==> config.mk <==
export PLATFORM = sky130hd
export DESIGN_NAME = afx_mac
export DESIGN_NICKNAME = d
export VERILOG_FILES = /design/src/hdl/afx_pkg.sv /design/src/hdl/afx_mac.sv
export SDC_FILE = /design/constraint.sdc
export NUM_CORES = 1
export LEC_CHECK = 0
export ABC_AREA = 1
export BUFFER_PORTS_ARGS = -buffer_cell sky130_fd_sc_hd__buf_2
export CORE_ASPECT_RATIO = 0.6
export CORE_UTILIZATION = 55
export CTS_CLUSTER_DIAMETER = 50
export DETAILED_ROUTE_END_ITERATION = 10
export PLACE_DENSITY = 0.78
export SLEW_MARGIN = 10
export SYNTH_ARGS = -nofsm -noshare
export SYNTH_HDL_FRONTEND = slang
export SYNTH_SLANG_ARGS = --single-unit
==> constraint.sdc <==
create_clock -name clock -period 7.5 [get_ports clock]
set_clock_uncertainty 0.15 [all_clocks]
set_input_delay 0.75 -clock clock [delete_from_list [all_inputs] [get_ports clock]]
set_output_delay 0.75 -clock clock [all_outputs]
set_load 0.05 [all_outputs]
==> src/hdl/afx_pkg.sv <==
package afx_pkg;

   localparam int MAX_FEATURES = 16;
   localparam int IDX_W        = 4;
   localparam int CNT_W        = 5;
   localparam int VAL_W        = 16;
   localparam int PROD_W       = 2 * VAL_W;
   localparam int ACC_W        = 40;
   localparam int COEF_AW      = 2 * IDX_W;

   // request kinds carried on req_tuser
   localparam logic [1:0] REQ_COEF    = 2'd0;
   localparam logic [1:0] REQ_OFFSET  = 2'd1;
   localparam logic [1:0] REQ_FEATURE = 2'd2;

   // configuration register indexes
   localparam logic [1:0] CSR_FEATURE_COUNT = 2'd0;
   localparam logic [1:0] CSR_USE_MATRIX    = 2'd1;
   localparam logic [1:0] CSR_USE_OFFSET    = 2'd2;

   // 2^12: lifts a Q7.8 word onto the 2^-20 accumulator scale
   localparam logic signed [VAL_W-1:0] SCALE_Q12 = 16'sd4096;

   typedef enum logic [1:0] {
      OP_MAC,
      OP_PASS,
      OP_EMIT
   } op_type;

   typedef struct packed {
      logic              valid;
      op_type            op;
      logic [IDX_W-1:0]  col;
      logic              last;
   } tag_type;

endpackage

==> src/hdl/afx_mac.sv <==
module afx_mac (
   input  logic                              clock,
   input  logic                              reset,
   input  afx_pkg::tag_type                  in_tag,
   input  logic signed [afx_pkg::VAL_W-1:0]  mul_a,
   input  logic signed [afx_pkg::VAL_W-1:0]  mul_b,
   input  logic signed [afx_pkg::ACC_W-1:0]  base,
   output afx_pkg::tag_type                  out_tag,
   output logic signed [afx_pkg::ACC_W-1:0]  sum
);
   import afx_pkg::*;

   localparam logic signed [ACC_W-1:0] ACC_MAX = {1'b0, {(ACC_W-1){1'b1}}};
   localparam logic signed [ACC_W-1:0] ACC_MIN = {1'b1, {(ACC_W-1){1'b0}}};

   logic signed [PROD_W-1:0] prod_ff;
   tag_type                  tag_ff;
   logic signed [ACC_W:0]    wide;

   always_ff @(posedge clock) begin
      if (reset) begin
         tag_ff <= '0;
      end else begin
         tag_ff <= in_tag;
      end
   end

   always_ff @(posedge clock) begin
      prod_ff <= mul_a * mul_b;
   end

   // saturating add of the registered product onto the base word
   always_comb begin
      wide = (ACC_W+1)'(base) + (ACC_W+1)'(prod_ff);
      if (wide[ACC_W] != wide[ACC_W-1]) begin
         sum = wide[ACC_W] ? ACC_MIN : ACC_MAX;
      end else begin
         sum = wide[ACC_W-1:0];
      end
   end

   assign out_tag = tag_ff;

endmodule

==> metrics.md <==
| Metric | Value |
|---|---|
| Worst-path maximum fanout | `16` |
| Crit path kind | `in -> reg` |
| Clock Path Buffers | `2` |
| Post-synthesis cell count | `2088` |
| Setup crit end kind | `flop` |
| Final wirelength | `40.35 mm` |
| Final ANT Viol Nets | `0` |
| Antenna cells | `0` |
| DR pass1 iterations | `6` |
| Count of pins over their slew limit | `0` |
| Largest cells by area after synthesis | `fa_1 36%, nand2_1 16%, inv_1 14%` |
| CTS tree | `yes` |
| Core ar. | `25670 µm²` |
| Initial DRC Count | `1234` |
| Final Hold Vio Count | `0` |
| Setup TNS | `0 ns` |
| Max-capacitance violation count | `0` |
| Site row count | `45` |
| # IOs | `130` |
| Root buf cell | `clkbuf_16` |
| Fillcell total | `2476` |
| Nets | `2624` |
| Syn Nets | `2555` |
| FF/Latch Area | `800.8 µm²` |
| Wire per inst | `16.10 µm` |
| Via density | `5.216` |
| Yosys reg bits | `40` |
| Yosys top cell area share | `36.00%` |
| Area Overhead vs Synth | `6.322%` |
| F_max | `0.1538 GHz` |
| Hold Buf Count CTS | `0` |
| Starting Density | `56.97%` |
| Count of cell types in the netlist | `36` |
| Die ar. | `27270 µm²` |
| Slew margin rel. | `44.11%` |
| Crit path DAT | `6.57 ns` |
| Period Utilization, post-route | `86.72%` |
| Number of global-route vias before repair | `12887` |
| RePlAce Congestion | `1.051` |
| Status | `completed` |
| First-pass GRT wire length | `66.13 mm` |
| Initial antenna violation count | `0` |
| CP required | `7.57 ns` |
| CTS Sinks | `40` |
| Post-DP HPWL | `35.20 mm` |
| Ratio of cells with drive above 1 in the final layout | `7.796%` |
| DRC Markers | `0` |
| Largest net degree at the start of global routing | `40` |
| Post-CTS setup buffer count | `0` |
| RSZ-0062 raised after global routing | `no` |
| Chip width | `212.5 µm` |
| HP Class | `in -> reg` |
| Port Buffers | `129` |
| Multi-input logic area | `11490 µm²` |
| Synthesis Warnings | `0` |
| GRT Resource Usage Total | `31.45%` |
| Overflow after GRT | `0` |
| Cell area after synthesis | `14630 µm²` |
| Top cell type by total area after synthesis | `fa_1` |
| Clk slew on worst S/H paths | `0.06 ns` |
| Critical Path Start Type | `input pin` |
| Num CTS Buffers | `5` |
| Avg Cell Area, Syn | `7.005 µm²` |
| Post-synthesis sequential area ratio | `5.475%` |
| Vias | `13077` |
| # resized after CTS | `0` |
| Minimum clock period | `6.504 ns` |
| H-tree Lvls | `2` |
| Worst slew pin tran | `0.8296 ns` |
| Die height | `128.3 µm` |
| Final setup vio count | `0` |
## placed cells by master, fill, tap and decap left out, types with 5 or more instances in the layout
cell,count
or2_2,6
o21bai_1,8
nand4_1,24
buf_2,129
dfxtp_1,40
a21oi_1,80
nor3_1,8
inv_1,543
o21ai_0,38
nor2_2,9
xnor2_1,19
nand3_1,54
nand2_2,10
nor2_1,116
clkbuf_16,5
fa_1,263
ha_1,122
a21o_1,9
xor2_1,35
nand2_1,614
## stage by stage
stage	hold slack (ns)	setup slack, ns	area (µm²)	std cells	util [%]
3_3_place_gp	0.7983	0.9394	15430	2502	60.08
4_1_cts	0.5041	1.103	15550	2507	60.57
3_5_place_dp	0.8069	0.8192	15430	2502	60.08
5_1_grt	0.5119	0.7078	15550	2507	60.57
6_report	0.5114	0.9961	15550	2507	60.57
2_1_floorplan	0.7070	1.438	14630	2088	-
## flip-flops by register name, summed over array words and instances (netlist names)
signal	flops
out_tag	8
prod_ff	32
## synthesized netlist by cell type
master / n
nand3b_1: 1
nand2_2: 10
nor2_1: 116
a21boi_0: 2
o21ai_0: 38
nand4_1: 24
nor3_1: 8
a211oi_1: 1
a21oi_1: 80
o21bai_1: 8
xor2_1: 35
nor2_2: 9
nor2_4: 1
and2_1: 3
nand2_1: 614
o21a_1: 2
buf_1: 1
ha_1: 122
inv_2: 3
o31ai_1: 1
xnor2_1: 19
dfxtp_1: 40
and2_4: 1
and3_1: 1
o21ai_1: 1
buf_2: 4
and2_2: 2
nand3_2: 2
fa_1: 263
clkbuf_1: 58
a31oi_1: 2
nand3_1: 54
a21o_1: 9
buf_6: 4
inv_1: 543
or2_2: 6
## worst paths after layout
kind | endpoint | slack (ns) | startpoint | depth (start not counted)
worst max-delay path | prod_ff[27]$_DFF_P_ | 1.0 | mul_b[1] | 18
worst min-delay path | out_tag[2]$_SDFF_PP0_ | 0.51 | in_tag[2] | 3
## critical path, stage by stage
cell and delay, ns:
buf_2 0.31, nand2_1 0.15, inv_1 0.14, fa_1 0.54, fa_1 0.90, fa_1 0.53
fa_1 0.51, fa_1 0.50, inv_1 0.05, fa_1 0.47, inv_1 0.04, ha_1 0.32
a21oi_1 0.25, o21ai_0 0.12, a21oi_1 0.37, nand3_1 0.26, a21oi_1 0.22, xnor2_1 0.13
## metal layers
metal	routed length (µm)	up-vias	track usage, %
met2	16150	610	44.62
met1	18870	6228	48.96
li1	-	6205	-
met5	0	-	0
met3	5016	34	8.011
met4	312	0	3.978
## cell families after synthesis
kind of cell / Yosys count / share of synthesized area, %
and+or+nand+nor: 852 / 23.55
buffers and inverters: 613 / 15.97
adders and majority gates: 385 / 46.43
AOI/OAI and AO/OA: 144 / 5.338
xor gates and xnor gates: 54 / 3.234
DFF: 40 / 5.475
## cell type report
| cell class | instances | area share (%) |
|---|---|---|
| clock buffers | 5 | 0.8046 |
| inverters | 546 | 13.18 |
| multi-input cells | 1435 | 73.88 |
| flip-flops and latches | 40 | 5.149 |
| well taps | 352 | 2.832 |
| repair buffers | 129 | 4.152 |
Power is left out: the tool's default activity adds up to more than one toggle a clock period on the data nets, which glitch-free logic cannot reach.
