--- src/hdl/afx_pkg.sv ---
package afx_pkg;

   localparam int MAX_FEATURES = 16;
   localparam int IDX_W        = 4;
   localparam int CNT_W        = 5;
   localparam int VAL_W        = 16;
   localparam int PROD_W       = 2 * VAL_W;
   localparam int ACC_W        = 40;
   localparam int COEF_AW      = 2 * IDX_W;

   // request kinds carried on req_tuser
   localparam logic [1:0] REQ_COEF    = 2'd0;
   localparam logic [1:0] REQ_OFFSET  = 2'd1;
   localparam logic [1:0] REQ_FEATURE = 2'd2;

   // configuration register indexes
   localparam logic [1:0] CSR_FEATURE_COUNT = 2'd0;
   localparam logic [1:0] CSR_USE_MATRIX    = 2'd1;
   localparam logic [1:0] CSR_USE_OFFSET    = 2'd2;

   // 2^12: lifts a Q7.8 word onto the 2^-20 accumulator scale
   localparam logic signed [VAL_W-1:0] SCALE_Q12 = 16'sd4096;

   typedef enum logic [1:0] {
      OP_MAC,
      OP_PASS,
      OP_EMIT
   } op_type;

   typedef struct packed {
      logic              valid;
      op_type            op;
      logic [IDX_W-1:0]  col;
      logic              last;
   } tag_type;

endpackage

--- src/hdl/afx_store.sv ---
module afx_store (
   input  logic                               clock,
   input  logic                               coef_we,
   input  logic [afx_pkg::COEF_AW-1:0]        coef_waddr,
   input  logic                               offset_we,
   input  logic [afx_pkg::IDX_W-1:0]          offset_waddr,
   input  logic signed [afx_pkg::VAL_W-1:0]   wdata,
   input  logic [afx_pkg::COEF_AW-1:0]        coef_raddr,
   input  logic [afx_pkg::IDX_W-1:0]          offset_raddr,
   output logic signed [afx_pkg::VAL_W-1:0]   coef_rdata_ff,
   output logic signed [afx_pkg::VAL_W-1:0]   offset_rdata_ff
);
   import afx_pkg::*;

   logic signed [VAL_W-1:0] coef_mem [MAX_FEATURES*MAX_FEATURES];
   logic signed [VAL_W-1:0] offset_mem [MAX_FEATURES];

   always_ff @(posedge clock) begin
      if (coef_we) begin
         coef_mem[coef_waddr] <= wdata;
      end
      coef_rdata_ff <= coef_mem[coef_raddr];
   end

   always_ff @(posedge clock) begin
      if (offset_we) begin
         offset_mem[offset_waddr] <= wdata;
      end
      offset_rdata_ff <= offset_mem[offset_raddr];
   end

endmodule

--- config.mk ---
export PLATFORM = sky130hd
export DESIGN_NAME = afx_store
export DESIGN_NICKNAME = d
export VERILOG_FILES = /design/src/hdl/afx_pkg.sv /design/src/hdl/afx_store.sv
export SDC_FILE = /design/constraint.sdc
export NUM_CORES = 2
export LEC_CHECK = 0
export BUFFER_PORTS_ARGS = -buffer_cell sky130_fd_sc_hd__buf_4
export CAP_MARGIN = 15
export CORE_MARGIN = 5
export CORE_UTILIZATION = 55
export DETAILED_ROUTE_END_ITERATION = 12
export PLACE_DENSITY = 0.74
export REMOVE_ABC_BUFFERS = 1
export SYNTH_ARGS = -nofsm -noshare
export SYNTH_HDL_FRONTEND = slang
export SYNTH_MEMORY_MAX_BITS = 65536
export SYNTH_SLANG_ARGS = --single-unit
--- constraint.sdc ---
create_clock -name clock -period 4.49 [get_ports clock]
set_input_delay 0.2245 -clock clock [delete_from_list [all_inputs] [get_ports clock]]
set_output_delay 0.2245 -clock clock [all_outputs]
set_load 0.03 [all_outputs]
==> parameters.txt <==
Parameter                              Value

Clocking
  Post-CTS Resized ... 0
  Number of buffers on the longest clock path ... 4
  CTS tree ... built
  CTS HTree Levels ... 5
  Sinks on the clock net ... ~4400
  TritonCTS buffer count ... between 400 and 500
  Root Driver ... clkbuf_16
  Clock Pin Slew Worst Setup and Hold Paths ... around 0.060 ns
  Later-pin clock latency in the skew report ... 1.00 ns

Power
  Leak Pwr ... 60.4 nW
  Pwr Density ... ~450 nW/um2
  Maximum vdd ir drop ... 0.397 mV

STA
  Top achievable clock speed ... just over 300 MHz
  Final slew viol count ... 0
  Setup violations, final ... 0
  Final Worst Setup Slack ... between 1 and 1.5 ns
  Max-Slew Margin vs Limit ... 0.186
  Final-report hold violation count ... 0
  Final clock skew ... between 0.07 and 0.08 ns
  Period utilisation layout ... 0.729
  Setup repair after global routing missed its margin ... no
  Worst-Margin Slew ... roughly 1.2 ns
  Post-layout min period ... ~3.3 ns

Setup path
  Required arrival time at the worst endpoint ... between 5 and 6 ns
  Setup Crit Path Kind ... primary input to flip-flop
  Worst Path Max Fanout ... 17
  Element type at the critical path end ... flip-flop
  Worst endpoint data arrival time ... 4.15 ns
  Kind of launch point of the worst setup path ... primary input

Synthesis
  Number of instances in the synthesized netlist ... 7687
  Flop and latch count out of synthesis ... around 4400
  Count of flip-flops with a built-in enable after synthesis ... 4352
  Most area-hungry cell type in the Yosys netlist ... edfxtp_1
  Area share of the leading cell type in the synthesized netlist ... 0.776
  Most instantiated flip-flop cell in the synthesis netlist ... edfxtp_1
  Count of distinct cell types in the synthesized netlist ... 64
  Part of the Yosys area used for sequential elements ... 0.780
  Post-Syn Area ... between 150000 and 200000 um2
  Share of flip-flops with an asynchronous set or reset after synthesis ... 0
  Number of warning messages in the yosys log ... 0
  Syn Area/Cell ... about 22 um2
  Top cells by area in the synthesized netlist ... edfxtp_1 78%, mux4_2 12%, mux2i_1 2.6%, o221ai_1 0.71%, nor2_1 0.66%

Detailed routing
  Per-cell routed wire length ... between 30 and 40 um
  Post-route DRC ... 0
  Via-to-Cell Ratio ... between 6 and 7
  Count of vias placed by the detailed router ... between 80000 and 90000
  Total wire length after detailed routing ... between 400000 and 500000 um
  Final antenna-violating net count ... 0
  First-pass iteration count of the detailed router ... 6
  Iteration-0 DRC count of the detailed router ... approximately 14000

Floorplanning
  Die area ... between 300000 and 400000 um2
  Die width ... ~560 um
  Initial standard-cell utilization of the core ... 0.551
  Area of the core region ... around 310000 um2
  Std cell rows ... 203
  I/O pins ... 75
  Overall die height ... approximately 560 um

Status
  Run status ... complete, no violations

Cells and area
  Fraction of final layout cells sized beyond drive strength 1 ... 0.253
  Final net count ... 8332
  Layout area overhead ... 13.1%
  Count of placed standard cells in the final layout, fillers left out ... 12700

GRT
  Number of antenna violations at the first check in global routing ... 33
  Pin count of the biggest net entering global routing ... 150
  Number of global-route vias before repair ... around 85000
  Wire length of the first global-routing pass ... about 630000 um
  All-layer global routing usage ... 0.278
  Congestion Overflow GR ... 0

Placement
  Detail Placement HPWL ... around 260000 um
  Post-Place Setup Slack ... 0.319 ns
  Count of buffers inserted at the top-level ports ... 74
  Cell count after placement ... around 12000
  Weighted congestion at the end of routability-driven global placement ... approximately 0.99

Run
  Maximum Capacitance Violations ... 0

Min path
  Min-delay worst type ... primary input to flip-flop
[stage by stage]
step / hold WS (ns) / TNS (ns) / util / area, um2 / total power [mW]
after global routing: 0.0536 / 0 / 0.624 / 190000 / 87.0
after global placement: 0.659 / 0 / 0.578 / 176000 / 50.3
after floorplan: 0.323 / -6.70 / - / 166000 / 47.8
after detailed placement: 0.654 / 0 / 0.578 / 176000 / 50.4
final: 0.0749 / 0 / 0.624 / 190000 / 84.8
after CTS: 0.00216 / 0 / 0.623 / 190000 / 85.0
[worst paths after layout]
path                               start                         end  slack (ns)  cells past startpoint
min reg2reg  offset_mem[14][0]$_DFFE_PP_  offset_rdata_ff[0]$_DFF_P_        0.78                      2
max reg2reg   coef_mem[166][1]$_DFFE_PP_    coef_rdata_ff[1]$_DFF_P_        1.22                      6
min                        coef_waddr[5]  coef_mem[247][0]$_DFFE_PP_        0.07                      4
max                        coef_raddr[6]    coef_rdata_ff[2]$_DFF_P_        1.22                      9
[kinds of logic (layout without fill, tap and decap cells)]
family                 Yosys count  after routing  synth area share
muxes                         1380           1380             0.151
and+or+nand+nor                622            622            0.0175
buffers and inverters          465           1402            0.0164
DFF                           4384           4384             0.780
AOI/OAI and AO/OA              836            836            0.0354
other                            0             11                 0
[cell type report]
cell class,count,area (um2)
flip-flops and latches,4384,131000
fillers,19900,115000
multi-input cells,2838,34400
clock buffers,507,10900
repair buffers,640,5780
well taps,4100,5130
clock inverters,251,2750
diodes,11,27.5
inverters,4,21.3
[synth_stat cells (all sizes together) (6+ instances only)]
cell     number
a21o         10
o31ai        11
a221oi       41
buf         250
a21oi       143
o221ai      138
clkbuf      211
a211oi       42
a311oi       10
dfxtp        32
o311ai       11
nor2b        10
nand4b       10
mux2         22
nor3b         6
nor2        295
nand2b       14
o21ai        38
a22o         13
or3          19
o211ai       14
mux4        919
or4           8
a211o        10
o21a         10
o22a         11
nor4bb        6
and3         18
nand3        22
a2111oi      12
nor4         39
o22ai       165
nand2        73
edfxtp     4352
nor3         75
a22oi       139
mux2i       439
[flip-flops by register name, indices dropped and copies added, names as in the netlist]
name / count
offset_mem: 256
offset_rdata_ff: 16
coef_mem: 4096
coef_rdata_ff: 16
[critical path, stage by stage]
cell and delay [ns]:
dlygate4sd3_1 0.60, buf_4 0.26, nand4b_1 0.37, buf_4 0.22, nand2b_1 0.48, a21oi_1 0.28, a2111oi_0 0.83, nand4b_1 0.54
nor3_1 0.31
[where the power goes]
group | internal (mW) | switching, mW | leakage [nW]
combinational | 1.46 | 2.89 | 14.3
sequential | 45.2 | 0.100 | 39.4
clock | 20.0 | 15.2 | 6.65
[routing by layer]
layer | up-vias | global-route usage | part of all wire
met5 | - | 0 | 0.00016
met4 | 12 | 0.127 | 0.056
met3 | 1034 | 0.0622 | 0.12
met2 | 6493 | 0.432 | 0.47
met1 | 44800 | 0.383 | 0.35
li1 | 34000 | - | -
[repair_timing]
item,in CTS,in global routing
setup buffers,0,0
hold buffers,32,0
hold endpoints to repair,1746,0
[cells in the final DEF, fill, tap and decap left out, types with 19 or more instances in the layout]
cell type	netlist	routed
buf_4	43	525
nor2_1	295	291
mux2_2	22	22
dlygate4sd3_1	0	32
nor4_1	39	38
clkinv_2	0	74
dfxtp_1	32	32
o221ai_1	137	137
mux2i_1	439	439
o21ai_0	38	38
a21oi_1	143	143
nand2_1	73	71
mux4_2	919	919
a22oi_1	139	139
a211oi_1	42	42
clkinv_1	1	86
o22ai_1	165	165
clkbuf_16	0	423
buf_12	8	60
or3_1	19	19
bufinv_16	0	45
edfxtp_1	4352	4352
a221oi_1	41	41
nor3_1	75	67
clkbuf_1	211	81
Power figures use the tool's default switching activity.
